--- config.mk ---
export PLATFORM = sky130hd
export DESIGN_NAME = pkm_rle_run_decoder_unit_flat
export DESIGN_NICKNAME = d
export VERILOG_FILES = /design/src/pkm_rle_pkg.sv /design/src/pkm_rle_in_if.sv /design/src/pkm_rle_out_if.sv /design/src/pkm_rle_run_decoder_unit.sv /design/src/pkm_rle_step.sv /design/src/flat_wrapper.sv
export SDC_FILE = /design/constraint.sdc
export NUM_CORES = 1
export LEC_CHECK = 0
export BUFFER_PORTS_ARGS = -buffer_cell sky130_fd_sc_hd__buf_2
export CAP_MARGIN = 5
export CORE_MARGIN = 10
export CORE_UTILIZATION = 55
export DETAILED_ROUTE_END_ITERATION = 12
export PLACE_DENSITY = 0.83
export SETUP_SLACK_MARGIN = 0.5
export SLEW_MARGIN = 30
export SYNTH_ARGS = -nofsm -noshare
export SYNTH_HDL_FRONTEND = slang
export SYNTH_SLANG_ARGS = --single-unit
--- constraint.sdc ---
create_clock -name i_clk -period 11.4 [get_ports i_clk]
set_clock_uncertainty 0.1 [all_clocks]
set_input_delay 2.28 -clock i_clk [delete_from_list [all_inputs] [get_ports i_clk]]
set_output_delay 2.28 -clock i_clk [all_outputs]
set_load 0.05 [all_outputs]
--- src/pkm_rle_pkg.sv ---
// Types and constants shared by the run decoder files.
`timescale 1ns / 1ps
package pkm_rle_pkg;

    typedef enum logic [1:0] {
        CFG_BYTE_MARKER = 2'd0,
        CFG_WORD_MARKER = 2'd1,
        CFG_IMAGE_PIX   = 2'd2,
        CFG_DATA_BYTES  = 2'd3
    } t_cfg_idx;

    typedef enum logic [2:0] {
        PH_IDLE     = 3'd0,
        PH_B_COLOUR = 3'd1,
        PH_B_COUNT  = 3'd2,
        PH_W_COLOUR = 3'd3,
        PH_W_HIGH   = 3'd4,
        PH_W_LOW    = 3'd5
    } t_phase;

    typedef struct packed {
        logic [7:0]  byte_run_marker;
        logic [7:0]  word_run_marker;
        logic [31:0] image_pixels;
        logic [31:0] data_bytes;
    } t_cfg;

    typedef struct packed {
        t_phase      phase;
        logic [7:0]  run_colour;
        logic [7:0]  count_high;
        logic [31:0] pixels_written;
        logic [31:0] bytes_consumed;
    } t_state;

    typedef struct packed {
        logic [7:0]  pixel_value;
        logic [15:0] run_length;
        logic [31:0] start_index;
        logic        image_done;
    } t_run;

endpackage

--- src/pkm_rle_in_if.sv ---
// Input channel: one compressed byte per item.
`timescale 1ns / 1ps
interface pkm_rle_in_if;
    logic       valid;
    logic       ready;
    logic [7:0] data_byte;
    logic       restart;

    modport source (output valid, output data_byte, output restart, input ready);
    modport sink   (input valid, input data_byte, input restart, output ready);
endinterface

--- src/pkm_rle_out_if.sv ---
// Output channel: one run descriptor per item.
`timescale 1ns / 1ps
interface pkm_rle_out_if;
    logic        valid;
    logic        ready;
    logic [7:0]  pixel_value;
    logic [15:0] run_length;
    logic [31:0] start_index;
    logic        image_done;

    modport source (output valid, output pixel_value, output run_length,
                    output start_index, output image_done, input ready);
    modport sink   (input valid, input pixel_value, input run_length,
                    input start_index, input image_done, output ready);
endinterface

--- src/pkm_rle_run_decoder_unit.sv ---
// Run decoder top level: config registers, parser state and result register.
//
//  channel  dir  handshake        payload
//  i_in     in   valid/ready      data_byte[7:0], restart
//  o_out    out  valid/ready      pixel_value[7:0], run_length[15:0],
//                                 start_index[31:0], image_done
//  cfg      in   i_cfg_we         i_cfg_idx[1:0], i_cfg_data[31:0]
//
// One byte per cycle: a byte is parsed in the cycle it is accepted and its run, if any,
// sits in the result register from the next cycle. The result register is the only
// stall point: a new byte is taken whenever it is empty or being drained. Reset
// (synchronous, active low) clears config, parser state and the result valid.
`timescale 1ns / 1ps
module pkm_rle_run_decoder_unit (
    input  logic                 i_clk,
    input  logic                 i_rst_n,
    input  logic                 i_cfg_we,
    input  pkm_rle_pkg::t_cfg_idx i_cfg_idx,
    input  logic [31:0]          i_cfg_data,
    pkm_rle_in_if.sink           i_in,
    pkm_rle_out_if.source        o_out
);
    import pkm_rle_pkg::*;

    t_cfg   r_cfg;
    t_state r_state;
    t_state n_state;
    t_run   r_out;
    t_run   n_out;
    logic   r_out_valid;
    logic   n_emit;
    logic   in_ready;
    logic   accept;

    assign in_ready = !r_out_valid || o_out.ready;
    assign accept   = i_in.valid && in_ready;

    pkm_rle_step u_step (
        .i_cfg       (r_cfg),
        .i_state     (r_state),
        .i_data_byte (i_in.data_byte),
        .i_restart   (i_in.restart),
        .o_state     (n_state),
        .o_emit      (n_emit),
        .o_run       (n_out)
    );

    always_ff @(posedge i_clk) begin
        if (!i_rst_n) begin
            r_cfg <= '0;
        end else if (i_cfg_we) begin
            unique case (i_cfg_idx)
                CFG_BYTE_MARKER: r_cfg.byte_run_marker <= i_cfg_data[7:0];
                CFG_WORD_MARKER: r_cfg.word_run_marker <= i_cfg_data[7:0];
                CFG_IMAGE_PIX:   r_cfg.image_pixels    <= i_cfg_data;
                CFG_DATA_BYTES:  r_cfg.data_bytes      <= i_cfg_data;
                default: ;
            endcase
        end
    end

    always_ff @(posedge i_clk) begin
        if (!i_rst_n) begin
            r_state     <= '{phase: PH_IDLE, default: '0};
            r_out_valid <= 1'b0;
        end else begin
            if (accept) begin
                r_state <= n_state;
            end
            if (accept && n_emit) begin
                r_out_valid <= 1'b1;
            end else if (o_out.ready) begin
                r_out_valid <= 1'b0;
            end
        end
    end

    always_ff @(posedge i_clk) begin
        if (accept && n_emit) begin
            r_out <= n_out;
        end
    end

    assign i_in.ready        = in_ready;
    assign o_out.valid       = r_out_valid;
    assign o_out.pixel_value = r_out.pixel_value;
    assign o_out.run_length  = r_out.run_length;
    assign o_out.start_index = r_out.start_index;
    assign o_out.image_done  = r_out.image_done;

    a_run_nonzero: assert property (@(posedge i_clk) disable iff (!i_rst_n)
        r_out_valid |-> r_out.run_length != '0)
        else $error("empty run in result register");

    a_stall_only_full: assert property (@(posedge i_clk) disable iff (!i_rst_n)
        !in_ready |-> r_out_valid && !o_out.ready)
        else $error("input stalled with room in result register");

    a_emit_loads: assert property (@(posedge i_clk) disable iff (!i_rst_n)
        accept && n_emit |=> r_out_valid && r_out.start_index == $past(n_out.start_index))
        else $error("run not loaded into result register");

    a_token_byte_counted: assert property (@(posedge i_clk) disable iff (!i_rst_n)
        accept && !i_in.restart && r_state.phase != PH_IDLE |=>
            r_state.bytes_consumed == $past(r_state.bytes_consumed) + 32'd1 ||
            $past(r_state.bytes_consumed) == '1)
        else $error("token byte not counted");

    a_no_run_mid_token: assert property (@(posedge i_clk) disable iff (!i_rst_n)
        accept && (n_state.phase == PH_B_COLOUR || n_state.phase == PH_W_COLOUR ||
                   n_state.phase == PH_B_COUNT || n_state.phase == PH_W_HIGH ||
                   n_state.phase == PH_W_LOW) |-> !n_emit)
        else $error("run emitted before token completed");
endmodule

--- src/pkm_rle_step.sv ---
// Parser step: next decoder state and optional run descriptor for one byte.
`timescale 1ns / 1ps
module pkm_rle_step (
    input  pkm_rle_pkg::t_cfg   i_cfg,
    input  pkm_rle_pkg::t_state i_state,
    input  logic [7:0]          i_data_byte,
    input  logic                i_restart,
    output pkm_rle_pkg::t_state o_state,
    output logic                o_emit,
    output pkm_rle_pkg::t_run   o_run
);
    import pkm_rle_pkg::*;

    t_state      st;
    logic [31:0] bc_inc;
    logic        budget_hit;
    logic        do_run;
    logic [15:0] count;
    logic [7:0]  colour;
    logic [31:0] remain;
    logic [31:0] sum;
    logic        clip;

    always_comb begin
        // restart clears everything before this byte is parsed
        st = i_restart ? t_state'{phase: PH_IDLE, default: '0} : i_state;
        bc_inc = (st.bytes_consumed != '1) ? st.bytes_consumed + 32'd1
                                           : st.bytes_consumed;
        budget_hit = (st.pixels_written >= i_cfg.image_pixels) ||
                     (st.bytes_consumed >= i_cfg.data_bytes);

        o_state = st;
        do_run  = 1'b0;
        count   = '0;
        colour  = st.run_colour;

        unique case (st.phase)
            PH_B_COLOUR: begin
                o_state.run_colour     = i_data_byte;
                o_state.bytes_consumed = bc_inc;
                o_state.phase          = PH_B_COUNT;
            end
            PH_B_COUNT: begin
                o_state.bytes_consumed = bc_inc;
                o_state.phase          = PH_IDLE;
                do_run                 = 1'b1;
                count                  = {8'h00, i_data_byte};
            end
            PH_W_COLOUR: begin
                o_state.run_colour     = i_data_byte;
                o_state.bytes_consumed = bc_inc;
                o_state.phase          = PH_W_HIGH;
            end
            PH_W_HIGH: begin
                o_state.count_high     = i_data_byte;
                o_state.bytes_consumed = bc_inc;
                o_state.phase          = PH_W_LOW;
            end
            PH_W_LOW: begin
                o_state.bytes_consumed = bc_inc;
                o_state.phase          = PH_IDLE;
                do_run                 = 1'b1;
                count                  = {st.count_high, i_data_byte};
            end
            default: begin
                o_state.phase = PH_IDLE;
                // drop the byte once either budget is used up
                if (!budget_hit) begin
                    o_state.bytes_consumed = bc_inc;
                    if (i_data_byte == i_cfg.byte_run_marker) begin
                        o_state.phase = PH_B_COLOUR;
                    end else if (i_data_byte == i_cfg.word_run_marker) begin
                        o_state.phase = PH_W_COLOUR;
                    end else begin
                        do_run = 1'b1;
                        count  = 16'd1;
                        colour = i_data_byte;
                    end
                end
            end
        endcase

        // clip to the pixels left; the clipped run ends exactly at image_pixels
        remain = i_cfg.image_pixels - st.pixels_written;
        clip   = ({16'h0000, count} >= remain);
        sum    = st.pixels_written + {16'h0000, count};
        o_emit = do_run && (count != '0) && (remain != '0);

        o_run.pixel_value = colour;
        o_run.run_length  = clip ? remain[15:0] : count;
        o_run.start_index = st.pixels_written;
        o_run.image_done  = clip || (sum >= i_cfg.image_pixels) ||
                            (o_state.bytes_consumed >= i_cfg.data_bytes);

        if (o_emit) begin
            o_state.pixels_written = clip ? i_cfg.image_pixels : sum;
        end
    end
endmodule

--- src/flat_wrapper.sv ---
// flat-port wrapper written by rule: the top's interface ports become plain ports
module pkm_rle_run_decoder_unit_flat import pkm_rle_pkg::*;
  (i_clk, i_rst_n, i_cfg_we, i_cfg_idx, i_cfg_data, i_in_valid, i_in_data_byte, i_in_restart, i_in_ready, o_out_valid, o_out_pixel_value, o_out_run_length, o_out_start_index, o_out_image_done, o_out_ready);
  pkm_rle_in_if i_in_i ();
  pkm_rle_out_if o_out_i ();
  input  logic i_clk;
  input  logic i_rst_n;
  input  logic i_cfg_we;
  input  pkm_rle_pkg::t_cfg_idx i_cfg_idx;
  input  logic [31:0] i_cfg_data;
  input wire logic [$bits(i_in_i.valid)-1:0] i_in_valid;
  input wire logic [$bits(i_in_i.data_byte)-1:0] i_in_data_byte;
  input wire logic [$bits(i_in_i.restart)-1:0] i_in_restart;
  output wire logic [$bits(i_in_i.ready)-1:0] i_in_ready;
  output wire logic [$bits(o_out_i.valid)-1:0] o_out_valid;
  output wire logic [$bits(o_out_i.pixel_value)-1:0] o_out_pixel_value;
  output wire logic [$bits(o_out_i.run_length)-1:0] o_out_run_length;
  output wire logic [$bits(o_out_i.start_index)-1:0] o_out_start_index;
  output wire logic [$bits(o_out_i.image_done)-1:0] o_out_image_done;
  input wire logic [$bits(o_out_i.ready)-1:0] o_out_ready;
  assign i_in_i.valid = i_in_valid;
  assign i_in_i.data_byte = i_in_data_byte;
  assign i_in_i.restart = i_in_restart;
  assign i_in_ready = i_in_i.ready;
  assign o_out_valid = o_out_i.valid;
  assign o_out_pixel_value = o_out_i.pixel_value;
  assign o_out_run_length = o_out_i.run_length;
  assign o_out_start_index = o_out_i.start_index;
  assign o_out_image_done = o_out_i.image_done;
  assign o_out_i.ready = o_out_ready;
  pkm_rle_run_decoder_unit u_core (.i_clk(i_clk), .i_rst_n(i_rst_n), .i_cfg_we(i_cfg_we), .i_cfg_idx(i_cfg_idx), .i_cfg_data(i_cfg_data), .i_in(i_in_i), .o_out(o_out_i));
endmodule
==> metrics.cfg, run 1 <==
[run_status]
status = complete, no violations

[critical_path]
crit_required_ns = 11.61
max_stage_delay_ns = 0.76
cp-start-kind = primary input
crit_path_frequent_cell = ha_1
reg2reg_slack_ns = 3.61
critPathKind = in -> reg
cp-end-kind = flip-flop
crit_fanout = 19
cp_slowest_cell = nor4b_2
worst_ep_arrival_time_ns = 9.87

[pwr]
power_frac_seq_pct = 38.7
clkPwrFrac_pct = 36.8
power_density_nw_per_um2 = 132
power.switching_uw = 764
p_comb_share_pct = 24.6
leakage_uw = 0.00731
swShare_pct = 33.7
irDropWorstVdd_mv = 0.0958
internal-power_uw = 1500

[die]
die_h_microns = 188
rows = 61
core_area_sq_um = 27900
fp.dieW_microns = 188
fp.dieArea_sq_um = 35500
start_util_pct = 55.9
num_io_pins = 107

[logic_synthesis]
synth_cells = 1936
syn_avg_cell_area_sq_um = 8.05
ys_ff_latch = 221
yosys.area.top_type_share_pct = 21.1
synth_nets = 2146
synth-edff-count = 57
ys_seq_area_share_pct = 32.1
synth_top_area_cell = dfxtp_1
synthDistinctLibCells = 77
synth_area_sq_um = 15600
synthTopCellsByArea = dfxtp_1 21%, ha_1 13%, edfxtp_1 11%, nand2_1 6.5%, a21oi_1 5.8%
synthFlopType = dfxtp_1
async_flop_share_pct = 0
yosysWarnings = 0

[sta]
setup_ws_ns = 1.74
finalHoldViolations = 0
min_period_ns = 9.66
fin_crit_sh_pct = 84.7
worst_pin_slew_ns = 0.922
rsz0062_at_grt = false
timing.slew.headroom_pct = 38.3
finalSetupViolations = 0
fmax_mhz = 104
maxSlewViolCount = 0
tns_ns = 0

[routing]
routedWlPerCell_microns = 19.3
drc = 0
antenna_left = 0
vias_per_cell = 6.14
wl_microns = 46000
dr_total_vias = 14600
first_pass_iters = 6
drt_iter0_drc = 1480

[final_layout]
drive_above_1_share_pct = 9.88
layout.nets = 2194
final_common_cell = nand2_1
most-common-layout-cells = 268 x nand2_1, 181 x a21oi_1, 164 x dfxtp_1, 160 x ha_1, 134 x nor2_1
num_antenna_cells = 0
final_area_sq_um = 17100
nFillCells = 2374
syn2layout_area_growth_pct = 9.96

[clock_network]
numCtsBuffers = 26
cts_resized = 0
cts_sinks = 221
cts.htree.levels = 1
clock_path_buffers = 3
hold_buffers = 0
post_cts_buffers = 0
cts_tree = yes
root_buffer = clkbuf_16
path_clk_slew_ns = 0.07
clkLatencyLatePin_ns = 0.56

[global_routing]
grt-ovfl-total = 0
antenna_found_initial = 0
grt_pass1_wl_microns = 73600
grt_pass1_vias = 14000
grt_use_total_pct = 24.8
grt_max_degree = 99

[placement]
portBuffers = 106
dp_worst_setup_slack_ns = 1.32
gp_congestion = 0.992
placed_area_sq_um = 16300
hpwlAfterDp_microns = 34300

[min_path]
min_path_type = reg -> reg

[job]
max-cap-violations = 0

cells by family (layout without fill, tap and decap cells):
group                    count (synthesis)  after routing  share of synthesized area (%)
AO/OA/AOI/OAI                          506            506                           20.4
flip-flops                             221            221                           32.1
XOR/XNOR                                94             94                           5.29
AND/OR/NAND/NOR                        710            710                           22.0
adder cells (fa/ha/maj)                162            162                           13.1
buffers and inverters                  220            288                           5.71
multiplexers                            23             23                           1.49
stage by stage:
step                      hold slack, ns  power, uW  std cells  util, %
after floorplan                    0.325       1290       1936        -
after global placement             0.343       1430       2334     58.4
after detailed placement           0.339       1440       2334     58.4
after CTS                          0.356       2260       2382     61.5
after global routing               0.378       2350       2382     61.5
final                              0.355       2270       2382     61.5
cells in the mapped netlist, types with 38 or more instances:
cell type and number:
nand4_1 44, o21ai_0 114, nor2b_1 43, edfxtp_1 57
clkbuf_1 65, a21o_1 48, inv_1 119, nor2_1 136
a21oi_1 181, dfxtp_1 164, nand3_1 38, xnor2_1 59
ha_1 160, nand2_1 268, nand2b_1 49
worst paths after layout:
kind,from,end,cells past startpoint
min,u_core.r_cfg[6]$_SDFFE_PN0P_,u_core.r_cfg[6]$_SDFFE_PN0P_,2
max,i_in_restart,u_core.o_out.image_done$_DFFE_PP_,30
min reg2reg,u_core.r_cfg[6]$_SDFFE_PN0P_,u_core.r_cfg[6]$_SDFFE_PN0P_,2
max reg2reg,u_core.r_state[50]$_SDFFE_PN0P_,u_core.o_out.image_done$_DFFE_PP_,28
cell type report:
type                    count  area, sq um  share of cell area [%]
clock buffers              31          679                    3.97
clock inverters            17          169                   0.986
inverters                 120          452                    2.64
multi-input cells        1495         9710                    56.7
flip-flops and latches    221         4990                    29.2
well taps                 378          473                    2.76
repair buffers            120          652                    3.81
worst max-delay path, delay by kind of cell:
kind / cells / cell delay, ns
compound gates: 12 / 2.46
xor+xnor: 1 / 0.19
fa+ha+maj: 4 / 1.26
buf+inv: 3 / 0.61
simple gates: 10 / 3.03
power by group through the flow:
stage / Combinational [uW] / Sequential, uW / Clock [uW]
after floorplan: 305 / 983 / 0
after global placement: 535 / 891 / 0
after detailed placement: 543 / 893 / 0
after CTS: 547 / 876 / 840
after global routing: 596 / 880 / 874
final: 557 / 877 / 834
layer usage:
layer | routed length (microns) | global-route usage [%]
met1 | 19000 | 32.2
met2 | 21300 | 40.9
met3 | 4180 | 4.06
met4 | 1480 | 8.40
met5 | 0 | 0
flip-flops by register name (all words and copies together), names as in the netlist:
register,cells
u_core.o_out.run_length,16
u_core.o_out.pixel_value,8
u_core.o_out.valid,1
u_core.o_out.start_index,32
u_core.o_out.image_done,1
u_core.r_state,83
u_core.r_cfg,80
Power figures use the tool's default switching activity.
==> run 2, diff against run 1 <==
Clock period 11.4 ns to 8.94 ns, I/O delays scaled along.
==> metrics.cfg, run 2 (same netlist as run 1, synthesis figures left out) <==
[die]
die_h_microns = 188
start_util_pct = 55.9
rows = 61
fp.dieArea_sq_um = 35500
fp.dieW_microns = 188
num_io_pins = 107
core_area_sq_um = 27900

[final_layout]
most-common-layout-cells = 268 x nand2_1, 181 x a21oi_1, 164 x dfxtp_1, 156 x ha_1, 134 x nor2_1
instances_no_fill = 2400
nFillCells = 2376
syn2layout_area_growth_pct = 11.5
final_common_cell = nand2_1
multiInputGateArea_sq_um = 9750
final_area_sq_um = 17400
layout.nets = 2213
largest-register = u_core.r_state
regArea_sq_um = 4990
drive_above_1_share_pct = 11.1
largest_reg_flops = 83
num_antenna_cells = 0

[pwr]
power_frac_seq_pct = 38.0
swShare_pct = 32.6
leakage_uw = 0.00744
power_density_nw_per_um2 = 169
power.switching_uw = 957
internal-power_uw = 1980
irDropWorstVdd_mv = 0.190
clkPwrFrac_pct = 37.7
p_comb_share_pct = 24.2

[global_routing]
grt_pass1_wl_microns = 73300
met3_usage_pct = 3.80
antenna_found_initial = 0
use_met1_pct = 31.3
top_usage_layer = met2
grt-ovfl-total = 0
grt_max_degree = 62
met2_usage_pct = 42.8
grt_pass1_vias = 14000
grt_use_total_pct = 24.8

[routing]
vias_per_cell = 6.06
wl_microns = 46000
drt_iter0_drc = 1447
first_pass_iters = 5
dr_total_vias = 14500
antenna_left = 0
drc = 0
routedWlPerCell_microns = 19.2

[sta]
worst_pin_slew_ns = 0.940
fin_crit_sh_pct = 90.6
final.hold.worst_slack_ns = 0.355
rsz0062_at_grt = false
maxSlewViolCount = 0
timing.slew.headroom_pct = 37.1
tns_ns = 0
finalSetupViolations = 0
min_period_ns = 8.10
fmax_mhz = 124
finalHoldViolations = 0
setup_ws_ns = 0.843

[critical_path]
crit_fanout = 44
worst-path-buf-inv = 3
crit_family = compound AO/OA/AOI/OAI gates
worst_ep_arrival_time_ns = 8.30
cp-start-kind = primary input
crit_required_ns = 9.14
cp_slowest_cell = a221o_1
max_stage_delay_ns = 0.44
cp-end-kind = flip-flop
critPathKind = in -> reg

[run_status]
status = complete, no violations

[job]
max-cap-violations = 0

[clock_network]
path_clk_slew_ns = 0.06
root_buffer = clkbuf_16
cts.htree.levels = 1
numCtsBuffers = 25
clock_path_buffers = 3
clkLatencyLatePin_ns = 0.56
cts_sinks = 221
cts_tree = yes

[placement]
hpwlAfterDp_microns = 35000
placed_area_sq_um = 16500
dpl.cell_count = 2353
dp_worst_setup_slack_ns = 0.249
gp_congestion = 0.941
portBuffers = 106

[min_path]
min_path_type = reg -> reg

-- run 2: changes by cell type in the layout (fill, tap and decap cells not counted), sizes merged --
cell      before  now
inv          123  121
buf          120  140
clkinv        11    8
bufinv         2    4
clkinvlp       1    2
-- run 2: final timing paths --
check | depth (start not counted) | startpoint | endpoint | slack, ns
worst max-delay path | 33 | i_in_restart | u_core.o_out.image_done$_DFFE_PP_ | 0.84
worst min-delay path | 2 | u_core.r_cfg[15]$_SDFFE_PN0P_ | u_core.r_cfg[15]$_SDFFE_PN0P_ | 0.36
worst max register to register | 31 | u_core.r_state[32]$_SDFFE_PN0P_ | u_core.o_out.image_done$_DFFE_PP_ | 2.18
worst min register to register | 2 | u_core.r_cfg[15]$_SDFFE_PN0P_ | u_core.r_cfg[15]$_SDFFE_PN0P_ | 0.36
-- run 2: power groups by stage --
stage / logic (uW) / registers (uW) / clock network, uW
after floorplan: 394 / 1250 / 0
after global placement: 688 / 1140 / 0
after detailed placement: 700 / 1140 / 0
after CTS: 703 / 1120 / 1120
after global routing: 767 / 1120 / 1160
final: 713 / 1120 / 1110
-- run 2: worst reg2reg max path: cells and delay by family (launching register included) --
family,cells,cell delay (ns)
xor+xnor,1,0.14
buf+inv,1,0.07
compound gates,16,3.66
fa+ha+maj,4,1.13
flops,1,0.34
simple gates,9,1.07
-- run 2: timing repair --
action                     CTS  global route
setup endpoints to repair    0             1
hold buffers                 0             0
gates resized for setup      0             6
setup buffers                0             1
-- run 2: final cells by class --
cell class                      instances  area share, %
Multi-Input combinational cell       1495           56.2
Sequential cell                       221           28.8
Timing Repair Buffer                  140           4.61
Clock buffer                           31           3.97
Tap cell                              378           2.72
Inverter                              120           2.60
Clock inverter                         15           1.17
-- run 2: metrics by stage --
step	utilization (%)	power, uW
detailed placement	59.1	1840
finish	62.3	2940
floorplan	-	1650
global route	62.3	3050
CTS	62.3	2940
global placement	59.1	1820
-- run 2: layer usage --
metal | vias up | share of wire [%]
li1 | 6977 | -
met1 | 6914 | 42
met2 | 560 | 48
met3 | 98 | 6.9
met4 | 0 | 3.2
met5 | - | 0
==> run 3, diff against run 2 <==
Settings changed: MAX_ROUTING_LAYER set to met4.
==> metrics.cfg, run 3 (same netlist as run 1, synthesis figures left out) <==
[global_routing]
grt_pass1_wl_microns = 73100
grt_max_degree = 62
grt_pass1_vias = 13900
top_usage_layer = met2
grt_use_total_pct = 25.4
antenna_found_initial = 0
grt-ovfl-total = 0
use_met1_pct = 32.9
met3_usage_pct = 3.19
met2_usage_pct = 41.2

[routing]
vias_per_cell = 6.09
drc = 0
routedWlPerCell_microns = 19.1
wl_microns = 45900
drt_iter0_drc = 1734
first_pass_iters = 7
antenna_left = 0
dr_total_vias = 14600

[critical_path]
regToRegStartpoint = u_core.r_state[23]$_SDFFE_PN0P_
critPathKind = in -> reg
critPathCapture = u_core.o_out.image_done$_DFFE_PP_
reg2reg_slack_ns = 2.26
crit_path_frequent_cell = nand2b_1
worst_ep_arrival_time_ns = 8.21
cp-start-kind = primary input
crit_fanout = 53
r2r_cells = 30
reg2reg_to = u_core.o_out.image_done$_DFFE_PP_
cp_slowest_cell = ha_1
max_stage_delay_ns = 0.42
critical_path.startpoint = i_in_restart
cp-end-kind = flip-flop
crit_required_ns = 9.12

[pwr]
irDropWorstVdd_mv = 0.159
p_total_uw = 2840
clkPwrFrac_pct = 35.4
p_comb_share_pct = 25.3
power_density_nw_per_um2 = 164
power.switching_uw = 937
leakage_uw = 0.00740
internal-power_uw = 1910
power_frac_seq_pct = 39.3
swShare_pct = 33.0

[clock_network]
cts_tree = yes
numCtsBuffers = 25
root_buffer = clkbuf_16
cts_sinks = 221
hold_buffers = 0
cts.htree.levels = 1
clock_path_buffers = 3
path_clk_slew_ns = 0.06
clkLatencyLatePin_ns = 0.54

[sta]
timing.slew.headroom_pct = 35.7
min_period_ns = 8.03
maxSlewViolCount = 0
fin_crit_sh_pct = 89.9
fmax_mhz = 124
finalHoldViolations = 0
rsz0062_at_grt = false
tns_ns = 0
worst_pin_slew_ns = 0.961
finalSetupViolations = 0

[final_layout]
final_common_cell = nand2_1
largest_reg_flops = 83
layout.nets = 2213
num_antenna_cells = 0
most-common-layout-cells = 268 x nand2_1, 181 x a21oi_1, 164 x dfxtp_1, 155 x ha_1, 133 x nor2_1
drive_above_1_share_pct = 11.2
largest-register = u_core.r_state
syn2layout_area_growth_pct = 11.1

[die]
rows = 61
fp.dieW_microns = 188
core_area_sq_um = 27900
fp.dieArea_sq_um = 35500
die_h_microns = 188
start_util_pct = 55.9
num_io_pins = 107

[job]
max-cap-violations = 0

[run_status]
status = complete, no violations

[placement]
gp_congestion = 0.958
portBuffers = 106
hpwlAfterDp_microns = 34900

[min_path]
min_path_type = reg -> reg

## run 3: worst min path at each step
stage                                          from                         endpoint  slack, ns  depth (start not counted)
global placement      u_core.r_cfg[14]$_SDFFE_PN0P_    u_core.r_cfg[14]$_SDFFE_PN0P_       0.34                          2
detailed placement  u_core.r_state[58]$_SDFFE_PN0P_  u_core.r_state[58]$_SDFFE_PN0P_       0.35                          1
CTS                   u_core.r_cfg[12]$_SDFFE_PN0P_    u_core.r_cfg[12]$_SDFFE_PN0P_       0.35                          2
floorplan           u_core.r_state[32]$_SDFFE_PN0P_  u_core.r_state[32]$_SDFFE_PN0P_       0.32                          1
global route           u_core.r_cfg[8]$_SDFFE_PN0P_     u_core.r_cfg[8]$_SDFFE_PN0P_       0.38                          2
finish                 u_core.r_cfg[5]$_SDFFE_PN0P_     u_core.r_cfg[5]$_SDFFE_PN0P_       0.35                          2
## run 3: per-layer routing
metal  wire (microns)  part of all wire (%)  vias to the layer above
met2            21700                    47                      613
li1                 -                     -                     6987
met4             1110                   2.4                        0
met3             3700                   8.1                       83
met5                0                     0                        -
met1            19400                    42                     6923
## run 3: area by class of cell
type                       instances  area [sq um]
tap                              378           473
fill                            2427         10600
clock inverter                     9          76.3
clock buffer                      37           726
timing repair buffer             140           801
inverter                         120           452
multi-input combinational       1495          9780
sequential                       221          4990
## run 3: critical path, delay by kind of cell
kind / cells / cell delay (ns)
compound gates: 16 / 3.37
fa+ha+maj: 4 / 1.17
buf+inv: 2 / 0.50
xor+xnor: 1 / 0.17
simple gates: 8 / 1.19
## run 3: through the flow
| step | worst slack, ns | util, % | instances | hold slack, ns | cell area (sq um) |
|---|---|---|---|---|---|
| 6_report | 0.906 | 62.1 | 2400 | 0.353 | 17300 |
| 3_5_place_dp | 0.322 | 59.1 | 2353 | 0.347 | 16500 |
| 2_1_floorplan | 0.505 | - | 1936 | 0.325 | 15700 |
| 5_1_grt | 0.499 | 62.1 | 2400 | 0.375 | 17300 |
| 4_1_cts | 0.860 | 61.9 | 2399 | 0.354 | 17300 |
| 3_3_place_gp | 0.475 | 59.1 | 2353 | 0.342 | 16500 |
## run 3: power groups by stage
stage          registers (uW)  logic (uW)  clock network [uW]
2_1_floorplan            1250         394                   0
3_3_place_gp             1140         695                   0
3_5_place_dp             1140         701                   0
4_1_cts                  1120         707                1020
5_1_grt                  1120         778                1070
6_report                 1120         720                1010
## run 3: timing repair
action,in CTS,in global routing
gates resized for setup,0,13
endpoints found under the setup margin,0,1
buffers inserted,0,1
